<file path="src/rtl/nnvd_pkg.sv">
// Shared types and constants for the nearest-neighbor volume decimator.
package nnvd_pkg;

    // Largest supported size on any axis
    localparam int MAX_DIM  = 4096;
    // Width of a position or destination index (0 .. MAX_DIM-1)
    localparam int POS_W    = $clog2(MAX_DIM);
    // Width of a size value (1 .. MAX_DIM) and of a size register
    localparam int SIZE_W   = POS_W + 1;
    // Signed error term, range -MAX_DIM .. 3*MAX_DIM-1
    localparam int ACC_W    = POS_W + 3;
    localparam int DATA_W   = 32;
    localparam int NUM_REGS = 6;
    localparam int ADDR_W   = $clog2(NUM_REGS) + 2;
    localparam int IDX_W    = ADDR_W - 2;

    // Register indexes
    typedef enum logic [IDX_W-1:0] {
        REG_SRC_W = IDX_W'(0),
        REG_SRC_H = IDX_W'(1),
        REG_SRC_D = IDX_W'(2),
        REG_DST_W = IDX_W'(3),
        REG_DST_H = IDX_W'(4),
        REG_DST_D = IDX_W'(5)
    } reg_idx_t;

    // Effective sizes on one axis
    typedef struct packed {
        logic [SIZE_W-1:0] src;
        logic [SIZE_W-1:0] dst;
    } axis_size_t;

    // Configuration seen by the datapath
    typedef struct packed {
        axis_size_t x;
        axis_size_t y;
        axis_size_t z;
        logic       restart;
    } cfg_ctrl_t;

    // Limit a size register to 1 .. MAX_DIM
    function automatic logic [SIZE_W-1:0] clamp_size(input logic [SIZE_W-1:0] v);
        logic [SIZE_W-1:0] r;
        begin
            if (v == '0)
                r = SIZE_W'(1);
            else if (v > SIZE_W'(MAX_DIM))
                r = SIZE_W'(MAX_DIM);
            else
                r = v;
            return r;
        end
    endfunction

endpackage

</file>
<file path="src/rtl/nearest_neighbor_volume_decimator.sv">
// Top level of the nearest-neighbor 3D volume decimator.
//
//   Channel  Handshake          Payload
//   in       in_valid/in_stall  voxel_in[31:0]
//   out      out_valid/out_stall voxel_out[31:0], volume_last
//   cfg      APB psel/penable   paddr[4:0], pwdata, prdata (6 size registers)
//
// One source word is taken per cycle while in_stall is low; a selected word
// is registered in the output word, or in the skid word while that is held.
// Each axis selects with one compare. in_stall rises only when both the
// output word and the skid word are held. Reset sets all sizes to 1 and all
// positions to zero; a write to a size register restarts the volume.
module nearest_neighbor_volume_decimator (
    input  logic                          clk,
    input  logic                          rst_n,
    input  logic                          in_valid,
    output logic                          in_stall,
    input  logic [nnvd_pkg::DATA_W-1:0]   voxel_in,
    output logic                          out_valid,
    input  logic                          out_stall,
    output logic [nnvd_pkg::DATA_W-1:0]   voxel_out,
    output logic                          volume_last,
    input  logic                          psel,
    input  logic                          penable,
    input  logic                          pwrite,
    input  logic [nnvd_pkg::ADDR_W-1:0]   paddr,
    input  logic [nnvd_pkg::DATA_W-1:0]   pwdata,
    output logic [nnvd_pkg::DATA_W-1:0]   prdata,
    output logic                          pready
);
    import nnvd_pkg::*;

    cfg_ctrl_t ctrl;
    logic      accept;
    logic      full;
    logic      sel_x, sel_y, sel_z;
    logic      last_x, last_y, last_z;
    logic      wrap_x, wrap_y, wrap_z;
    logic      step_y, step_z;
    logic      push;

    nnvd_cfg u_cfg (
        .clk     (clk),
        .rst_n   (rst_n),
        .psel    (psel),
        .penable (penable),
        .pwrite  (pwrite),
        .paddr   (paddr),
        .pwdata  (pwdata),
        .prdata  (prdata),
        .pready  (pready),
        .ctrl    (ctrl)
    );

    // Accept a word whenever the skid stage is empty
    assign in_stall = full;
    assign accept   = in_valid && !full;

    // Step axes in raster order
    assign step_y = accept && wrap_x;
    assign step_z = accept && wrap_x && wrap_y;

    nnvd_axis u_axis_x (
        .clk   (clk),
        .rst_n (rst_n),
        .clear (ctrl.restart),
        .step  (accept),
        .size  (ctrl.x),
        .sel   (sel_x),
        .last  (last_x),
        .wrap  (wrap_x)
    );

    nnvd_axis u_axis_y (
        .clk   (clk),
        .rst_n (rst_n),
        .clear (ctrl.restart),
        .step  (step_y),
        .size  (ctrl.y),
        .sel   (sel_y),
        .last  (last_y),
        .wrap  (wrap_y)
    );

    nnvd_axis u_axis_z (
        .clk   (clk),
        .rst_n (rst_n),
        .clear (ctrl.restart),
        .step  (step_z),
        .size  (ctrl.z),
        .sel   (sel_z),
        .last  (last_z),
        .wrap  (wrap_z)
    );

    // Pass the word on when all three axes select it
    assign push = accept && sel_x && sel_y && sel_z;

    nnvd_out u_out (
        .clk         (clk),
        .rst_n       (rst_n),
        .push        (push),
        .push_data   (voxel_in),
        .push_last   (last_x && last_y && last_z),
        .full        (full),
        .out_valid   (out_valid),
        .out_stall   (out_stall),
        .voxel_out   (voxel_out),
        .volume_last (volume_last)
    );

endmodule

</file>
<file path="src/rtl/nnvd_cfg.sv">
// Configuration registers with APB access and effective-size derivation.
module nnvd_cfg (
    input  logic                          clk,
    input  logic                          rst_n,
    input  logic                          psel,
    input  logic                          penable,
    input  logic                          pwrite,
    input  logic [nnvd_pkg::ADDR_W-1:0]   paddr,
    input  logic [nnvd_pkg::DATA_W-1:0]   pwdata,
    output logic [nnvd_pkg::DATA_W-1:0]   prdata,
    output logic                          pready,
    output nnvd_pkg::cfg_ctrl_t           ctrl
);
    import nnvd_pkg::*;

    logic [SIZE_W-1:0] regs_reg [NUM_REGS];
    logic [SIZE_W-1:0] regs_next [NUM_REGS];
    logic              restart_next;
    logic [IDX_W-1:0]  idx;
    logic              wr_en;
    logic [SIZE_W-1:0] src_w, src_h, src_d, dst_w, dst_h, dst_d;

    assign pready = 1'b1;
    assign idx    = paddr[ADDR_W-1:2];
    assign wr_en  = psel && penable && pwrite;

    // Store a write to a listed register and restart the volume on the same edge
    always_comb
    begin
        for (int i = 0; i < NUM_REGS; i++)
        begin
            regs_next[i] = regs_reg[i];
        end
        restart_next = 1'b0;
        if (wr_en && (idx < IDX_W'(NUM_REGS)))
        begin
            regs_next[idx] = pwdata[SIZE_W-1:0];
            restart_next   = 1'b1;
        end
    end

    always_ff @(posedge clk or negedge rst_n)
    begin
        if (!rst_n)
        begin
            for (int i = 0; i < NUM_REGS; i++)
            begin
                regs_reg[i] <= SIZE_W'(1);
            end
        end
        else
        begin
            for (int i = 0; i < NUM_REGS; i++)
            begin
                regs_reg[i] <= regs_next[i];
            end
        end
    end

    // Read back the stored register
    always_comb
    begin
        case (idx)
            REG_SRC_W: prdata = DATA_W'(regs_reg[REG_SRC_W]);
            REG_SRC_H: prdata = DATA_W'(regs_reg[REG_SRC_H]);
            REG_SRC_D: prdata = DATA_W'(regs_reg[REG_SRC_D]);
            REG_DST_W: prdata = DATA_W'(regs_reg[REG_DST_W]);
            REG_DST_H: prdata = DATA_W'(regs_reg[REG_DST_H]);
            REG_DST_D: prdata = DATA_W'(regs_reg[REG_DST_D]);
            default:   prdata = '0;
        endcase
    end

    // Clamp sizes, and hold each target at or below its source
    assign src_w = clamp_size(regs_reg[REG_SRC_W]);
    assign src_h = clamp_size(regs_reg[REG_SRC_H]);
    assign src_d = clamp_size(regs_reg[REG_SRC_D]);
    assign dst_w = clamp_size(regs_reg[REG_DST_W]);
    assign dst_h = clamp_size(regs_reg[REG_DST_H]);
    assign dst_d = clamp_size(regs_reg[REG_DST_D]);

    assign ctrl.x.src   = src_w;
    assign ctrl.x.dst   = (dst_w > src_w) ? src_w : dst_w;
    assign ctrl.y.src   = src_h;
    assign ctrl.y.dst   = (dst_h > src_h) ? src_h : dst_h;
    assign ctrl.z.src   = src_d;
    assign ctrl.z.dst   = (dst_d > src_d) ? src_d : dst_d;
    assign ctrl.restart = restart_next;

endmodule

</file>
<file path="src/rtl/nnvd_axis.sv">
// One axis: source position, selection error term and destination index.
module nnvd_axis (
    input  logic                 clk,
    input  logic                 rst_n,
    input  logic                 clear,
    input  logic                 step,
    input  nnvd_pkg::axis_size_t size,
    output logic                 sel,
    output logic                 last,
    output logic                 wrap
);
    import nnvd_pkg::*;

    // acc holds 2*k*S + T - 2*T*i - T for source index i and next destination k;
    // index i is selected when acc < T.
    logic [POS_W-1:0]        pos_reg, pos_next;
    logic [POS_W-1:0]        k_reg, k_next;
    logic signed [ACC_W-1:0] acc_reg, acc_next;
    logic signed [ACC_W-1:0] t_ext, s_ext;

    assign t_ext = signed'(ACC_W'(size.dst));
    assign s_ext = signed'(ACC_W'(size.src));

    assign sel  = acc_reg < t_ext;
    assign wrap = {1'b0, pos_reg} == (size.src - SIZE_W'(1));
    assign last = sel && ({1'b0, k_reg} == (size.dst - SIZE_W'(1)));

    // Clear on restart, else step one source index and restart at the axis end
    always_comb
    begin
        pos_next = pos_reg;
        k_next   = k_reg;
        acc_next = acc_reg;
        if (clear)
        begin
            pos_next = '0;
            k_next   = '0;
            acc_next = '0;
        end
        else if (step)
        begin
            if (wrap)
            begin
                pos_next = '0;
                k_next   = '0;
                acc_next = '0;
            end
            else
            begin
                pos_next = pos_reg + POS_W'(1);
                k_next   = k_reg + POS_W'(sel);
                acc_next = acc_reg - (t_ext <<< 1) + (sel ? (s_ext <<< 1) : '0);
            end
        end
    end

    always_ff @(posedge clk or negedge rst_n)
    begin
        if (!rst_n)
        begin
            pos_reg <= '0;
            k_reg   <= '0;
            acc_reg <= '0;
        end
        else
        begin
            pos_reg <= pos_next;
            k_reg   <= k_next;
            acc_reg <= acc_next;
        end
    end

endmodule

</file>
<file path="src/rtl/nnvd_out.sv">
// Output register with a skid stage for the selected voxel words.
module nnvd_out (
    input  logic                        clk,
    input  logic                        rst_n,
    input  logic                        push,
    input  logic [nnvd_pkg::DATA_W-1:0] push_data,
    input  logic                        push_last,
    output logic                        full,
    output logic                        out_valid,
    input  logic                        out_stall,
    output logic [nnvd_pkg::DATA_W-1:0] voxel_out,
    output logic                        volume_last
);
    import nnvd_pkg::*;

    logic              out_valid_reg, out_valid_next;
    logic [DATA_W-1:0] out_data_reg, out_data_next;
    logic              out_last_reg, out_last_next;
    logic              skid_valid_reg, skid_valid_next;
    logic [DATA_W-1:0] skid_data_reg, skid_data_next;
    logic              skid_last_reg, skid_last_next;
    logic              out_free;

    assign out_free = !out_valid_reg || !out_stall;

    // Fill output from skid first, else from push; push goes to skid if held
    always_comb
    begin
        out_valid_next  = out_valid_reg;
        out_data_next   = out_data_reg;
        out_last_next   = out_last_reg;
        skid_valid_next = skid_valid_reg;
        skid_data_next  = skid_data_reg;
        skid_last_next  = skid_last_reg;
        if (out_free)
        begin
            if (skid_valid_reg)
            begin
                out_valid_next  = 1'b1;
                out_data_next   = skid_data_reg;
                out_last_next   = skid_last_reg;
                skid_valid_next = 1'b0;
            end
            else
            begin
                out_valid_next = push;
                out_data_next  = push_data;
                out_last_next  = push_last;
            end
        end
        else if (push)
        begin
            skid_valid_next = 1'b1;
            skid_data_next  = push_data;
            skid_last_next  = push_last;
        end
    end

    always_ff @(posedge clk or negedge rst_n)
    begin
        if (!rst_n)
        begin
            out_valid_reg  <= 1'b0;
            skid_valid_reg <= 1'b0;
        end
        else
        begin
            out_valid_reg  <= out_valid_next;
            skid_valid_reg <= skid_valid_next;
        end
    end

    always_ff @(posedge clk)
    begin
        out_data_reg  <= out_data_next;
        out_last_reg  <= out_last_next;
        skid_data_reg <= skid_data_next;
        skid_last_reg <= skid_last_next;
    end

    assign full        = skid_valid_reg;
    assign out_valid   = out_valid_reg;
    assign voxel_out   = out_data_reg;
    assign volume_last = out_last_reg;

endmodule
</file>
<file path="config.mk">
export PLATFORM = sky130hd
export DESIGN_NAME = nearest_neighbor_volume_decimator
export DESIGN_NICKNAME = d
export VERILOG_FILES = /design/src/rtl/nnvd_pkg.sv /design/src/rtl/nearest_neighbor_volume_decimator.sv /design/src/rtl/nnvd_cfg.sv /design/src/rtl/nnvd_axis.sv /design/src/rtl/nnvd_out.sv
export SDC_FILE = /design/constraint.sdc
export NUM_CORES = 1
export LEC_CHECK = 0
export ABC_AREA = 1
export BUFFER_PORTS_ARGS = -buffer_cell sky130_fd_sc_hd__buf_2
export CORE_MARGIN = 2
export CORE_UTILIZATION = 37
export DETAILED_ROUTE_END_ITERATION = 7
export GPL_ROUTABILITY_DRIVEN = 0
export PLACE_DENSITY = 0.53
export SKIP_LAST_GASP = 1
export SLEW_MARGIN = 20
export SYNTH_ARGS = -nofsm -noshare
export SYNTH_HDL_FRONTEND = slang
export SYNTH_HIERARCHICAL = 1
export SYNTH_SLANG_ARGS = --single-unit
</file>
<file path="constraint.sdc">
create_clock -name clk -period 7.5 [get_ports clk]
set_clock_uncertainty 0.05 [all_clocks]
set_input_delay 0.375 -clock clk [delete_from_list [all_inputs] [get_ports clk]]
set_output_delay 0.375 -clock clk [all_outputs]
set_load 0.01 [all_outputs]
</file>
==> flow_metrics.py <==
metrics = {
    "clock_tree": {
        "cts_buffers": 34,
        "path_clk_slew_ps": 50,
        "cts_root_buf": "clkbuf_16",
        "cts_buffer_depth": 3,
        "clk_latency_ps": 550,
        "htree_num_levels": 2,
        "cts_tree": "built",
        "cts_setup_buffers": 0,
        "cts_resized": 0,
        "cts_sinks": 260,
    },
    "worst_setup_path": {
        "start_kind": "flop",
        "r2r_start": "u_cfg/regs_reg[73]$_DFFE_PN0P_",
        "worstSetupEndpointType": "flop",
        "critPathTopFamily": "simple AND/OR/NAND/NOR gates",
        "slowest_delay_ps": 530,
        "cp_data_arrival_time_ps": 7020,
        "critPathLaunch": "u_cfg/regs_reg[73]$_DFFE_PN0P_",
        "worstPathRequired_ps": 7930,
        "r2r_slack_ps": 910,
        "worst-path-max-fanout": 15,
        "critPathBufInv": 6,
        "path_common_cell": "nand2_1",
        "crit_path_top_delay_cell": "a21oi_1",
        "crit_type": "flop to flop",
    },
    "flow_run": {
        "cap_violations": 0,
    },
    "finish": {
        "n_fill_cell": 5908,
        "drive_above_1_share_pct": 13.9,
        "largest_register_ff_count": 78,
        "regArea_um2": 6840,
        "syn_to_final_growth_pct": 12.5,
        "fin_nets": 3330,
        "final_cell_count_no_fill": 3879,
        "multi_input_area_um2": 12400,
    },
    "placed_design": {
        "portBuffers": 102,
        "post-dp-hpwl_mm": 46.1,
        "placed_cells_incl_taps": 3782,
    },
    "detailed_routing": {
        "met3_length_mm": 3.01,
        "wl_mm": 61.4,
        "post_drt_via_cell_ratio": 4.90,
        "firstDrtPassIters": 5,
        "ant_nets": 0,
        "wire_per_inst_um": 15.8,
        "drc": 0,
        "top_layer": "met4",
        "vias": 19004,
        "drt_iter0_markers": 1310,
        "wl_met2_mm": 29.7,
        "met1Wirelength_mm": 26.9,
    },
    "die": {
        "core-area_um2": 57800,
        "die_x_um": 246,
        "ios": 144,
        "die_y_um": 246,
        "die_area_um2": 60600,
        "rows": 88,
        "initial_core_util_pct": 37.5,
    },
    "grt": {
        "grt_pass1_wl_mm": 98.9,
        "antenna_found_initial": 1,
        "track_usage_pct": 20.5,
        "grt_max_degree": 73,
        "grt-ovfl-total": 0,
        "grt_pass1_vias": 18783,
    },
    "sta": {
        "finalHoldViolCount": 0,
        "max-slew-margin-rel_pct": 36.0,
        "setup_viol": 0,
        "fmax_mhz": 152,
        "slew_violations": 0,
        "worst_pin_slew_ps": 960,
        "min_period_over_period_pct": 87.9,
        "tns_ps": 0,
        "rsz0062_at_grt": "no",
        "fin_crit_ps": 6590,
    },
    "yosys": {
        "yosys_warnings": 6,
        "avgSynthCellArea_um2": 7.37,
        "netlist_instances": 2944,
        "synth_area_um2": 21700,
    },
    "pwr": {
        "max-vdd-ir-drop_uv": 348,
        "power.density_nw_per_um2": 415,
        "power.leakage_nw": 12.0,
    },
    "hold_path": {
        "hp-class": "input pin to flop",
        "hold_start": "pwdata[3]",
    },
    "run_status": {
        "outcome": "finished, final reports clean",
    },
}
==> what timing repair did <==
item / 4_1_cts / 5_1_grt
endpoints found under the hold margin: 100 / 0
setup endpoints to repair: 0 / 0
hold buffers: 33 / 0
==> worst reg2reg max path, delay by kind of cell, from the launching register on <==
family / cells / cell delay (ps)
simple gates: 21 / 2370
fa+ha+maj: 4 / 1420
flops: 1 / 360
buf+inv: 6 / 750
compound gates: 6 / 1590
==> layout make-up <==
cell class	instances	share of cell area, %
Multi-Input combinational cell	2137	50.9
Sequential cell	260	28.0
Inverter	469	7.26
Timing Repair Buffer	184	4.99
Tap cell	765	3.92
Clock buffer	43	3.92
Clock inverter	18	0.902
Antenna cell	3	0.0308
==> metal layers <==
metal | GRT usage [%] | vias up
met1 | 26.2 | 8919
met4 | 6.83 | 0
met3 | 2.73 | 92
met5 | 0 | -
li1 | - | 9597
met2 | 35.4 | 396
==> through the flow <==
step	setup WS, ps	total power, mW	util, %	hold WS (ps)	area [um^2]
CTS	977	10.2	42.2	62.6	24400
detailed placement	1020	8.37	39.6	383	22900
global route	345	11.2	42.2	91.4	24400
finish	910	10.1	42.2	95.3	24400
global placement	1150	8.25	39.6	380	22900
floorplan	1700	6.90	-	29.4	21800
==> cells in the final DEF (no fill, tap or decap), types with 80 or more instances in the layout <==
cell type    n
buf_2      101
inv_1      449
o21ai_0     80
xor2_1      97
nand2_1    824
a21oi_1    145
nand3_1    185
nor2_1     200
ha_1       126
dfrtp_1    188
o21ai_2     89
==> final timing paths <==
path | endpoint | cells after the start
max reg2reg | u_axis_x/acc_reg[14]$_DFFE_PN0P_ | 37
max in group asynchronous | u_axis_z/acc_reg[11]$_DFFE_PN0P_ | 3
min reg2reg | u_cfg/regs_reg[39]$_DFFE_PN1P_ | 2
max | u_axis_x/acc_reg[14]$_DFFE_PN0P_ | 37
min | u_cfg/regs_reg[68]$_DFFE_PN0P_ | 3
min in group asynchronous | u_axis_y/pos_reg[3]$_DFFE_PN0P_ | 2
==> power by group <==
part,switching (mW),internal [mW]
logic,4.06,2.30
clock network,0.668,1.05
registers,0.278,1.77
total,5.01,5.11
(Power assumes the default switching activity.)
